--- src/hdl/packet_slot_ring_manager_defines.svh ---
// Assertion macros shared by the slot ring manager RTL.
// No dependencies; every user passes its own clock and reset.
`ifndef PACKET_SLOT_RING_MANAGER_DEFINES_SVH
`define PACKET_SLOT_RING_MANAGER_DEFINES_SVH
`ifndef ASSERT_OFF
`define PSRM_ASSERT_ALWAYS(lbl, clk, rst, cond, msg) \
   lbl: assert property (@(posedge clk) disable iff (rst) (cond)) else $error(msg);
`define PSRM_ASSERT_NEXT(lbl, clk, rst, ante, cons, msg) \
   lbl: assert property (@(posedge clk) disable iff (rst) (ante) |=> (cons)) else $error(msg);
`else
`define PSRM_ASSERT_ALWAYS(lbl, clk, rst, cond, msg)
`define PSRM_ASSERT_NEXT(lbl, clk, rst, ante, cons, msg)
`endif
`endif

--- src/hdl/psrm_pkg.sv ---
// Types and constants of the packet slot ring manager.
// No dependencies; used by psrm_ctrl, psrm_dpath and the top level.
package psrm_pkg;

   localparam int MODE_W     = 2;
   localparam int LEN_W      = 13;
   localparam int WORD_W     = 32;
   localparam int THR_W      = 8;
   localparam int TX_SLOT_W  = 2;
   localparam int RX_SLOT_W  = 3;
   localparam int STATUS_W   = 2;
   localparam int LEN_CMP_W  = 17;
   localparam int REQ_DATA_W = 48;
   localparam int RSP_DATA_W = 16;
   localparam int CSR_IDX_W  = 1;

   localparam logic [MODE_W-1:0] MODE_TX_PUSH = 2'd0;
   localparam logic [MODE_W-1:0] MODE_XFER_END = 2'd1;
   localparam logic [MODE_W-1:0] MODE_RX_POP  = 2'd2;

   localparam logic [STATUS_W-1:0] STATUS_OK      = 2'd0;
   localparam logic [STATUS_W-1:0] STATUS_TX_FULL = 2'd1;
   localparam logic [STATUS_W-1:0] STATUS_RX_EMPTY = 2'd2;
   localparam logic [STATUS_W-1:0] STATUS_FATAL   = 2'd3;

   localparam logic [CSR_IDX_W-1:0] CSR_PEEK_THRESHOLD   = 1'b0;
   localparam logic [CSR_IDX_W-1:0] CSR_MAINTENANCE_MAGIC = 1'b1;

   localparam logic [THR_W-1:0]  PEEK_THRESHOLD_RESET = 8'd16;
   localparam logic [WORD_W-1:0] MAINT_MAGIC_RESET    = 32'h9876fedb;

   typedef struct packed {
      logic [WORD_W-1:0] first_word;
      logic [LEN_W-1:0]  transfer_len;
      logic [MODE_W-1:0] mode;
   } req_type;

   typedef struct packed {
      logic                 maintenance_request;
      logic [RX_SLOT_W-1:0] rx_slot;
      logic [TX_SLOT_W-1:0] tx_slot;
      logic                 tx_send;
      logic [STATUS_W-1:0]  status;
   } rsp_type;

   typedef struct packed {
      logic capture;
      logic commit;
   } cmd_type;

endpackage

--- src/hdl/psrm_ctrl.sv ---
// Controller of the slot ring manager: request capture, commit, response valid.
// Depends on psrm_pkg for the command struct.
module psrm_ctrl (
   input  logic              clock,
   input  logic              reset,
   input  logic              req_tvalid,
   output logic              req_tready,
   output logic              rsp_tvalid,
   input  logic              rsp_tready,
   output psrm_pkg::cmd_type cmd
);

   typedef enum logic [1:0] {
      ST_IDLE = 2'b01,
      ST_EXEC = 2'b10
   } state_type;

   state_type state_ff, state_in;
   logic      rsp_valid_ff, rsp_valid_in;
   logic      out_free;

   assign out_free   = !rsp_valid_ff || rsp_tready;
   assign req_tready = (state_ff == ST_IDLE);
   assign rsp_tvalid = rsp_valid_ff;

   always_comb begin
      state_in    = state_ff;
      cmd.capture = 1'b0;
      cmd.commit  = 1'b0;
      case (state_ff)
         ST_IDLE: begin
            if (req_tvalid) begin
               cmd.capture = 1'b1;
               state_in    = ST_EXEC;
            end
         end
         ST_EXEC: begin
            // wait for the response register to drain
            if (out_free) begin
               cmd.commit = 1'b1;
               state_in   = ST_IDLE;
            end
         end
         default: state_in = ST_IDLE;
      endcase
   end

   always_comb begin
      rsp_valid_in = rsp_valid_ff;
      if (cmd.commit) begin
         rsp_valid_in = 1'b1;
      end else if (rsp_tready) begin
         rsp_valid_in = 1'b0;
      end
   end

   always_ff @(posedge clock) begin
      if (reset) begin
         state_ff     <= ST_IDLE;
         rsp_valid_ff <= 1'b0;
      end else begin
         state_ff     <= state_in;
         rsp_valid_ff <= rsp_valid_in;
      end
   end

endmodule

--- src/hdl/psrm_dpath.sv ---
// Datapath of the slot ring manager: ring indices, fatal flag, registers, response.
// Depends on psrm_pkg and packet_slot_ring_manager_defines.svh.
`include "packet_slot_ring_manager_defines.svh"
module psrm_dpath #(
   parameter int TX_SLOTS      = 4,
   parameter int RX_SLOTS      = 6,
   parameter int RX_SLOT_BYTES = 6000
) (
   input  logic                               clock,
   input  logic                               reset,
   input  psrm_pkg::cmd_type                  cmd,
   input  psrm_pkg::req_type                  req,
   input  logic                               csr_we,
   input  logic [psrm_pkg::CSR_IDX_W-1:0]     csr_index,
   input  logic [psrm_pkg::WORD_W-1:0]        csr_wdata,
   output psrm_pkg::rsp_type                  rsp
);

   localparam int TX_W = $clog2(TX_SLOTS);
   localparam int RX_W = $clog2(RX_SLOTS);
   localparam logic [TX_W-1:0] TX_LAST = TX_W'(TX_SLOTS - 1);
   localparam logic [RX_W-1:0] RX_LAST = RX_W'(RX_SLOTS - 1);
   localparam logic [psrm_pkg::LEN_CMP_W-1:0] SLOT_BYTES_EXT =
      psrm_pkg::LEN_CMP_W'(RX_SLOT_BYTES);

   psrm_pkg::req_type req_ff;
   psrm_pkg::rsp_type rsp_ff, rsp_in;

   logic [psrm_pkg::THR_W-1:0]  thr_ff;
   logic [psrm_pkg::WORD_W-1:0] magic_ff;

   logic [TX_W-1:0] tx_wr_ff, tx_wr_in, tx_rd_ff, tx_rd_in;
   logic [RX_W-1:0] rx_wr_ff, rx_wr_in, rx_rd_ff, rx_rd_in;
   logic            fatal_ff, fatal_in;

   logic [TX_W-1:0] tx_wr_nxt, tx_rd_nxt;
   logic [RX_W-1:0] rx_wr_nxt, rx_rd_nxt;
   logic [psrm_pkg::LEN_CMP_W-1:0] len_ext, thr_ext;
   logic            long_xfer;

   assign tx_wr_nxt = (tx_wr_ff >= TX_LAST) ? '0 : tx_wr_ff + 1'b1;
   assign tx_rd_nxt = (tx_rd_ff >= TX_LAST) ? '0 : tx_rd_ff + 1'b1;
   assign rx_wr_nxt = (rx_wr_ff >= RX_LAST) ? '0 : rx_wr_ff + 1'b1;
   assign rx_rd_nxt = (rx_rd_ff >= RX_LAST) ? '0 : rx_rd_ff + 1'b1;

   // clamp to the slot size folded into the compare
   assign len_ext   = psrm_pkg::LEN_CMP_W'(req_ff.transfer_len);
   assign thr_ext   = psrm_pkg::LEN_CMP_W'(thr_ff);
   assign long_xfer = (len_ext >= thr_ext) && (SLOT_BYTES_EXT >= thr_ext);

   always_comb begin
      tx_wr_in = tx_wr_ff;
      tx_rd_in = tx_rd_ff;
      rx_wr_in = rx_wr_ff;
      rx_rd_in = rx_rd_ff;
      fatal_in = fatal_ff;
      rsp_in   = '0;
      if (fatal_ff) begin
         rsp_in.status = psrm_pkg::STATUS_FATAL;
      end else begin
         case (req_ff.mode)
            psrm_pkg::MODE_TX_PUSH: begin
               if (tx_wr_nxt == tx_rd_ff) begin
                  rsp_in.status = psrm_pkg::STATUS_TX_FULL;
               end else begin
                  tx_wr_in       = tx_wr_nxt;
                  rsp_in.tx_slot = psrm_pkg::TX_SLOT_W'(tx_wr_nxt);
               end
            end
            psrm_pkg::MODE_XFER_END: begin
               rsp_in.maintenance_request = (req_ff.first_word == magic_ff);
               if (tx_wr_ff != tx_rd_ff) begin
                  rsp_in.tx_send = 1'b1;
                  if (long_xfer) begin
                     tx_rd_in       = tx_rd_nxt;
                     rsp_in.tx_slot = psrm_pkg::TX_SLOT_W'(tx_rd_nxt);
                  end else begin
                     rsp_in.tx_slot = psrm_pkg::TX_SLOT_W'(tx_rd_ff);
                  end
               end
               rsp_in.rx_slot = psrm_pkg::RX_SLOT_W'(rx_wr_ff);
               if (long_xfer) begin
                  if (rx_wr_nxt == rx_rd_ff) begin
                     fatal_in      = 1'b1;
                     rsp_in.status = psrm_pkg::STATUS_FATAL;
                  end else begin
                     rx_wr_in       = rx_wr_nxt;
                     rsp_in.rx_slot = psrm_pkg::RX_SLOT_W'(rx_wr_nxt);
                  end
               end
            end
            psrm_pkg::MODE_RX_POP: begin
               if (rx_rd_ff != rx_wr_ff) begin
                  rsp_in.rx_slot = psrm_pkg::RX_SLOT_W'(rx_rd_ff);
                  rx_rd_in       = rx_rd_nxt;
               end else begin
                  rsp_in.status = psrm_pkg::STATUS_RX_EMPTY;
               end
            end
            default: rsp_in = '0;
         endcase
      end
   end

   always_ff @(posedge clock) begin
      if (cmd.capture) begin
         req_ff <= req;
      end
      if (cmd.commit) begin
         rsp_ff <= rsp_in;
      end
   end

   always_ff @(posedge clock) begin
      if (reset) begin
         thr_ff   <= psrm_pkg::PEEK_THRESHOLD_RESET;
         magic_ff <= psrm_pkg::MAINT_MAGIC_RESET;
         tx_wr_ff <= '0;
         tx_rd_ff <= '0;
         rx_wr_ff <= '0;
         rx_rd_ff <= '0;
         fatal_ff <= 1'b0;
      end else begin
         if (csr_we) begin
            case (csr_index)
               psrm_pkg::CSR_PEEK_THRESHOLD:    thr_ff   <= csr_wdata[psrm_pkg::THR_W-1:0];
               psrm_pkg::CSR_MAINTENANCE_MAGIC: magic_ff <= csr_wdata;
               default: ;
            endcase
         end
         if (cmd.commit) begin
            tx_wr_ff <= tx_wr_in;
            tx_rd_ff <= tx_rd_in;
            rx_wr_ff <= rx_wr_in;
            rx_rd_ff <= rx_rd_in;
            fatal_ff <= fatal_in;
         end
      end
   end

   assign rsp = rsp_ff;

   `PSRM_ASSERT_NEXT(a_fatal_sticky, clock, reset, fatal_ff, fatal_ff, "fatal flag cleared")
   `PSRM_ASSERT_NEXT(a_fatal_frozen, clock, reset, fatal_ff && cmd.commit,
      $stable(tx_wr_ff) && $stable(tx_rd_ff) && $stable(rx_wr_ff) && $stable(rx_rd_ff),
      "ring index moved while fatal")
   `PSRM_ASSERT_ALWAYS(a_idx_range, clock, reset,
      (tx_wr_ff <= TX_LAST) && (tx_rd_ff <= TX_LAST) && (rx_wr_ff <= RX_LAST) &&
      (rx_rd_ff <= RX_LAST), "ring index beyond ring size")

endmodule

--- src/hdl/packet_slot_ring_manager.sv ---
// Top level of the packet slot ring manager.
// Depends on psrm_pkg, psrm_ctrl and psrm_dpath.
//
// Use:
//   req_ channel: one request per event (transmit push, SPI transfer end,
//   receive pop). req_tdata carries mode, transfer_len and first_word.
//   rsp_ channel: exactly one response per request, in request order,
//   carrying status, tx_send, tx_slot, rx_slot and maintenance_request.
//   csr_ channel: register writes (0 peek threshold, 1 maintenance magic),
//   taken in any cycle; write only while no request is outstanding.
// Order: a request accepted at one edge is evaluated in the next cycle
//   and its response is registered when the controller commits it.
// Flow: a new request waits until the last one commits (capture/commit
//   sequence of the controller); req_tready is high in its idle state.
// Stall: a held response stays in the response register; the next request
//   is still captured, and its commit waits until the response is taken.
// Reset: indices and the fatal flag clear, registers return to their
//   defaults (threshold 16, magic 0x9876fedb), no response pending.
module packet_slot_ring_manager #(
   parameter int TX_SLOTS      = 4,
   parameter int RX_SLOTS      = 6,
   parameter int RX_SLOT_BYTES = 6000
) (
   input  logic                                 clock,
   input  logic                                 reset,
   // request channel
   input  logic                                 req_tvalid,
   output logic                                 req_tready,
   // [1:0] mode, [14:2] transfer_len, [46:15] first_word, [47] zero
   input  logic [psrm_pkg::REQ_DATA_W-1:0]      req_tdata,
   // response channel
   output logic                                 rsp_tvalid,
   input  logic                                 rsp_tready,
   // [1:0] status, [2] tx_send, [4:3] tx_slot, [7:5] rx_slot,
   // [8] maintenance_request, [15:9] zero
   output logic [psrm_pkg::RSP_DATA_W-1:0]      rsp_tdata,
   // register write channel
   input  logic                                 csr_valid,
   output logic                                 csr_ready,
   input  logic [psrm_pkg::CSR_IDX_W-1:0]       csr_index,
   input  logic [psrm_pkg::WORD_W-1:0]          csr_wdata
);

   psrm_pkg::cmd_type cmd;
   psrm_pkg::req_type req;
   psrm_pkg::rsp_type rsp;

   // registers are plain flops: always accept a write
   assign csr_ready = 1'b1;

   // unpack the request, drop the pad bit
   assign req = req_tdata[$bits(psrm_pkg::req_type)-1:0];

   // pack the response, zero-fill to whole bytes
   assign rsp_tdata = psrm_pkg::RSP_DATA_W'(rsp);

   psrm_ctrl u_ctrl (
      .clock      (clock),
      .reset      (reset),
      .req_tvalid (req_tvalid),
      .req_tready (req_tready),
      .rsp_tvalid (rsp_tvalid),
      .rsp_tready (rsp_tready),
      .cmd        (cmd)
   );

   psrm_dpath #(
      .TX_SLOTS      (TX_SLOTS),
      .RX_SLOTS      (RX_SLOTS),
      .RX_SLOT_BYTES (RX_SLOT_BYTES)
   ) u_dpath (
      .clock     (clock),
      .reset     (reset),
      .cmd       (cmd),
      .req       (req),
      .csr_we    (csr_valid && csr_ready),
      .csr_index (csr_index),
      .csr_wdata (csr_wdata),
      .rsp       (rsp)
   );

endmodule

--- config.mk ---
export PLATFORM = sky130hd
export DESIGN_NAME = packet_slot_ring_manager
export DESIGN_NICKNAME = d
export VERILOG_FILES = /design/src/hdl/psrm_pkg.sv /design/src/hdl/psrm_ctrl.sv /design/src/hdl/psrm_dpath.sv /design/src/hdl/packet_slot_ring_manager.sv
export VERILOG_INCLUDE_DIRS = /design/src /design/src/hdl
export SDC_FILE = /design/constraint.sdc
export NUM_CORES = 1
export LEC_CHECK = 0
export BUFFER_PORTS_ARGS = -buffer_cell sky130_fd_sc_hd__clkbuf_2
export CAP_MARGIN = 0
export CORE_MARGIN = 8
export CORE_UTILIZATION = 46
export CTS_CLUSTER_DIAMETER = 150
export DETAILED_ROUTE_END_ITERATION = 16
export PLACE_DENSITY = 0.8
export SLEW_MARGIN = 20
export SYNTH_ARGS = -nofsm -noshare
export SYNTH_HDL_FRONTEND = slang
export SYNTH_HIERARCHICAL = 1
export SYNTH_SLANG_ARGS = --single-unit
--- constraint.sdc ---
create_clock -name clock -period 2.7 [get_ports clock]
set_input_delay 0.675 -clock clock [delete_from_list [all_inputs] [get_ports clock]]
set_output_delay 0.675 -clock clock [all_outputs]
set_load 0.01 [all_outputs]
**Word-level counts from Yosys, hierarchy flattened**

Index checks and enable logic that the tools add are counted.

- Multipliers: 0
- Reductions and logical operators: 13
- Shifts and indexed selects: 0
- $add $sub $neg: 4
- Magnitude comparators: 6
- Mux-type cells: 30
- Divide/modulo/power cells: 0
- Bitwise logic cells: 4
- Equality and inequality tests: 11

Operators by type and width:

| kind | number |
|---|---|
| == test 32 bit | 1 |
| 2-to-1 mux 2 bit | 9 |
| 2-to-1 mux 3 bit | 6 |
| greater-or-equal comparator 13 x 8 -> 1 bit | 1 |
| greater-or-equal comparator 13 x 8 -> 1 bit, first input constant | 1 |
| AND reduction 4 bit | 3 |
| 2-to-1 mux 1 bit | 11 |
| one-hot mux 2 bit (2 select lines) | 2 |
| adder 3 x 1 -> 3 bit, second input constant | 2 |
| greater-or-equal comparator 3 bit, second input constant | 2 |
| one-hot mux 2 bit (3 select lines) | 1 |
| one-hot mux 3 bit (2 select lines) | 1 |
| AND reduction 2 bit | 3 |
| adder 2 x 1 -> 2 bit, second input constant | 2 |
| == test 2 x 1 -> 1 bit, second input constant | 2 |
| == test 2 bit, second input constant | 2 |
| greater-or-equal comparator 2 bit, second input constant | 2 |
| inverter 1 bit | 4 |
| == test 3 bit | 1 |
| inequality test 3 bit | 1 |
| AND reduction 3 bit | 1 |
| == test 2 bit | 1 |
| zero test 2 bit | 1 |
| inequality test 2 x 1 -> 1 bit, second input constant | 1 |
| other kinds (7) | 7 |

- RAM bits: 0
- Register bits after elaboration: 110
- ROM bits: 0
- Latch bits: 0
- Memories kept: 0
- Logic and storage cells: 85
- Input bits: 86
- Output and inout port bits: 19

**Depth between registers and ports, before layout**

- Depth after elaboration: 7
- Depth in mapped cells: 9
- Gate-level depth less buffers: 8

**Modules after synthesis**

Netlist, hierarchy kept.

Modules (own cells, without submodules):

| module | cells each | instances | area an instance (sq um) |
|---|---|---|---|
| psrm_dpath | 435 | 1 | 4,644.5 |
| psrm_ctrl | 13 | 1 | 136.4 |
| packet_slot_ring_manager | 10 | 1 | 67.6 |

**Worst setup path before layout**

Ideal clock, no wire load.

- Kind: register to register
- Start: register u_dpath.req_ff (netlist bit u_dpath/len_ext[11])
- End: register u_dpath.rsp_ff (netlist bit u_dpath/rsp[1]) (data pin)
- Setup time: 0.265 ns
- Required time: 2.435 ns
- Buffers on the path: 1
- Stages on the path, launching flop included: 8
- Path slack: 0.276 ns
- Arrival time: 2.159 ns
- Cells stage by stage: edfxtp_1 -> or4_4 -> a2111oi_4 -> o21ai_2 -> or2_0 -> buf_2 -> and4_1 -> or3_1

- Cells in the longest elaborated chain, start to end: 4

RTL lines:

| element | RTL line | text |
|---|---|---|
| from (decl) | psrm_dpath.sv:26 | `psrm_pkg::req_type req_ff;` |
| from (signal assigned) | psrm_dpath.sv:107 | `req_ff <= req;` |
| greater-or-equal comparator 13 x 8 -> 1 bit | psrm_dpath.sv:49 | `assign long_xfer = (len_ext >= thr_ext) && (SLOT_BYTES_EXT >= thr_ext);` |
| logical AND 1 bit | psrm_dpath.sv:49 |  |
| 2-to-1 mux 2 bit | psrm_dpath.sv:82 | `if (long_xfer) begin` |
| one-hot mux 2 bit (3 select lines) | psrm_dpath.sv:61 | `case (req_ff.mode)` |
| to (signal assigned) | psrm_dpath.sv:110 | `rsp_ff <= rsp_in;` |
| to (decl) | psrm_dpath.sv:27 | `psrm_pkg::rsp_type rsp_ff, rsp_in;` |

Every way passes these cells.
A chain may end at the register's enable or synchronous reset.

**Worst setup path after layout**

- Start: register u_dpath.rx_wr_ff[1]
- End: register u_dpath.rsp_ff (netlist bit u_dpath/rsp[1]) (data pin)

- Cells in the longest elaborated chain, start to end: 6
- Elaborated cells between the ends (all ways): 9
- Classes of those cells: 1 x add/sub; 1 x order compare; 2 x eq/ne; 5 x mux

RTL lines:

| element | RTL line | text |
|---|---|---|
| from (decl) | psrm_dpath.sv:33 | `logic [RX_W-1:0] rx_wr_ff, rx_wr_in, rx_rd_ff, rx_rd_in;` |
| from (signal assigned) | psrm_dpath.sv:134 | `rx_wr_ff <= rx_wr_in;` |
| adder 3 x 1 -> 3 bit or greater-or-equal comparator 3 bit (tied branches) | psrm_dpath.sv:43 | `assign rx_wr_nxt = (rx_wr_ff >= RX_LAST) ? '0 : rx_wr_ff + 1'b1;` |
| 2-to-1 mux 3 bit | psrm_dpath.sv:43 |  |
| == test 3 bit | psrm_dpath.sv:83 | `if (rx_wr_nxt == rx_rd_ff) begin` |
| 2-to-1 mux 2 bit | psrm_dpath.sv:83 |  |
| 2-to-1 mux 2 bit | psrm_dpath.sv:82 |  |
| one-hot mux 2 bit (3 select lines) (*) | psrm_dpath.sv:61 |  |

Every way passes the cells marked *; elsewhere a longest branch is shown, timed or not.

==> results.ini <==
[synthesis]
async_reset_ff_share_pct = 0
syn-cell-area_um2 = 4848
synthDistinctLibCells = 51
synth_area_leaders = edfxtp_1, dfxtp_1, nand2_1
synth_largest_area_cell = edfxtp_1
yosysMostFrequentCell = nand2_1
synth_top_area_share_pct = 34.68
avgSynthCellArea_um2 = 10.59
synth_seq_area_share_pct = 56.98
yosys-top-cells-count = nand2_1, edfxtp_1, dfxtp_1
yosys_warnings = 6
syn_inst = 458
synth_edf_count = 56
ys_ff_latch = 110
ys.flop_type = edfxtp_1

[grt]
grt_start_max_net_pins = 34
grtUsageMet2_pct = 25.36
antenna_found_initial = 0
grt_pass1_vias = 3679
gr-max-usage-layer = met2
grt-ovfl-total = 0
grt_use_met1_pct = 17.24
grt_usage_pct = 14.88
grt_pass1_wl_mm = 17.19
met3_usage_pct = 4.760

[die]
die_h_um = 118.7
row_count = 37
die-width_um = 118.7
dieArea_um2 = 14080
boundaryPins = 105
coreArea_um2 = 10280
start_util_pct = 47.18

[route]
drt.antenna.violating_nets = 0
viasPerCell = 5.054
wl_per_cell_um = 15.11
vias = 3482
drc = 0
finalWirelength_mm = 10.41
first_iter_violations = 189
first_pass_iters = 4

[sta]
min_period_over_period_pct = 91.69
fmax_mhz = 403.9
fin_ws_ns = 0.2244
slew_headroom_pct = 54.94
rsz0062_at_grt = no
final-max-slew-violation-count = 0
fin_skew_ns = 0.007597
finalHoldViolCount = 0
worst_pin_slew_ns = 0.6697
setup_viol = 0
setup_tns_ns = 0
fin_crit_ns = 2.476

[worst_setup_path]
crit_type = flop to flop
setup.worst_path.end_class = flop
max_stage_delay_ns = 0.51
crit_chain = inv_1 -> ha_1 -> or3_1 -> o2111ai_1 -> nor2_1 -> and4_1 -> or3_1
crit_slowest_cell = dfxtp_1
cp_max_fo = 8
crit_top_cell = or3_1
cp.required_ns = 2.81
cp.arrival_ns = 2.59
worstSetupStartpointType = flop

[clock_tree]
clk_pin_slew_ns = 0.10
post-cts-setup-buffers = 0
cts_hold_buf = 0
clk-insertion-delay-late_ns = 0.36
numCtsBuffers = 9
ctsResizeCount = 0
clk_path_buf_depth = 2
cts.sinks = 110
root_buffer = clkbuf_8
htreeDepth = 3
cts_tree = yes

[power_and_ir_drop]
ir_drop_mv = 0.3481
p_per_area_nw_per_um2 = 565.7
leakage_nw = 2.320

[min_path]
hp-class = flop to flop

[final_layout]
nets = 652
fillers = 914
area_delta_synth_final_pct = 16.28
diodes = 0
drive_gt1_share_pct = 22.06

[status]
status = completed

[flow_run]
cap_violations = 0

[placement]
hpwl_mm = 7.833
pre_cts_ws_ns = 0.2994
routabilityCongestion = 0.8278
portBuffers = 95

## metal layers
metal / share of wire [%] / vias to the layer above
li1: - / 1760
met4: 1.9 / 0
met5: 0 / -
met2: 48 / 114
met1: 44 / 1592
met3: 6.0 / 16
## flip-flops by register name (all words and copies together) (netlist names)
register           count
u_ctrl/state_ff        2
u_ctrl/rsp_tvalid      1
u_dpath/rx_wr_ff       3
u_dpath/req_ff        34
u_dpath/rsp            9
u_dpath/tx_wr_ff       2
u_dpath/len_ext       13
u_dpath/rx_rd_ff       3
u_dpath/fatal_ff       1
u_dpath/thr_ff         8
u_dpath/tx_rd_ff       2
u_dpath/magic_ff      32
## worst max-delay path, delay by kind of cell (launching register included)
kind	cells	cell delay (ns)
and+or+nand+nor	4	1.11
DFF	1	0.51
AOI/OAI and AO/OA	1	0.30
adders and majority gates	1	0.22
buffers and inverters	1	0.09
## layout make-up
type                    count  area [µm²]  area share (%)
flip-flops and latches    110        2763           49.00
multi-input cells         310        1908           33.84
clock inverters             5       58.81           1.043
repair buffers            102       540.5           9.587
clock buffers              11       141.4           2.508
inverters                  15       56.30          0.9987
well taps                 136       170.2           3.018
## power breakdown
| part | leakage [nW] | internal, mW | switching (mW) |
|---|---|---|---|
| clock | 0.101 | 0.459 | 0.528 |
| sequential | 0.968 | 1.85 | 0.0447 |
| combinational | 1.25 | 0.141 | 0.169 |
| total | 2.32 | 2.45 | 0.742 |
## worst paths after layout
check	slack, ns	from	cells after the start	endpoint
max	0.22	u_dpath/rx_wr_ff[1]$_SDFFE_PP0P_	7	u_dpath/rsp[1]$_SDFFCE_PP1P_
min	0.46	u_dpath/thr_ff[1]$_SDFFE_PP0P_	2	u_dpath/thr_ff[1]$_SDFFE_PP0P_
max reg2reg	0.22	u_dpath/rx_wr_ff[1]$_SDFFE_PP0P_	7	u_dpath/rsp[1]$_SDFFCE_PP1P_
min reg2reg	0.46	u_dpath/thr_ff[1]$_SDFFE_PP0P_	2	u_dpath/thr_ff[1]$_SDFFE_PP0P_
## cells in the final DEF (no fill, tap or decap), types with 8 or more instances in the layout
cell	synthesis	layout
dfxtp_1	54	54
xnor2_1	31	31
clkbuf_8	0	10
edfxtp_1	56	56
clkbuf_2	0	95
nand2_1	94	94
inv_1	14	14
nand3_1	26	26
a21oi_1	27	27
xor2_1	9	9
ha_1	18	18
o21ai_0	8	8
conb_1	2	8
nor2_1	14	14
## through the flow
stage	power, mW	instances	hold WS [ns]	utilization, %	instance area, µm²
floorplan	2.117	464	0.4363	-	4871
global placement	2.227	673	0.4485	52.91	5438
detailed placement	2.242	673	0.4475	52.91	5438
CTS	3.223	689	0.4581	54.86	5638
global route	3.339	689	0.4482	54.86	5638
finish	3.189	689	0.4611	54.86	5638
## logic make-up (layout without fill, tap and decap cells)
logic type	Yosys count	count (layout)	synth area share [%]
muxes	7	7	1.445
other	2	8	0.1549
adders and majority gates	18	18	4.645
and+or+nand+nor	176	176	17.08
buffers and inverters	44	133	4.155
AOI/OAI and AO/OA	61	61	8.310
DFF	110	110	56.98
xor gates and xnor gates	40	40	7.226
Power figures use the tool's default switching activity.
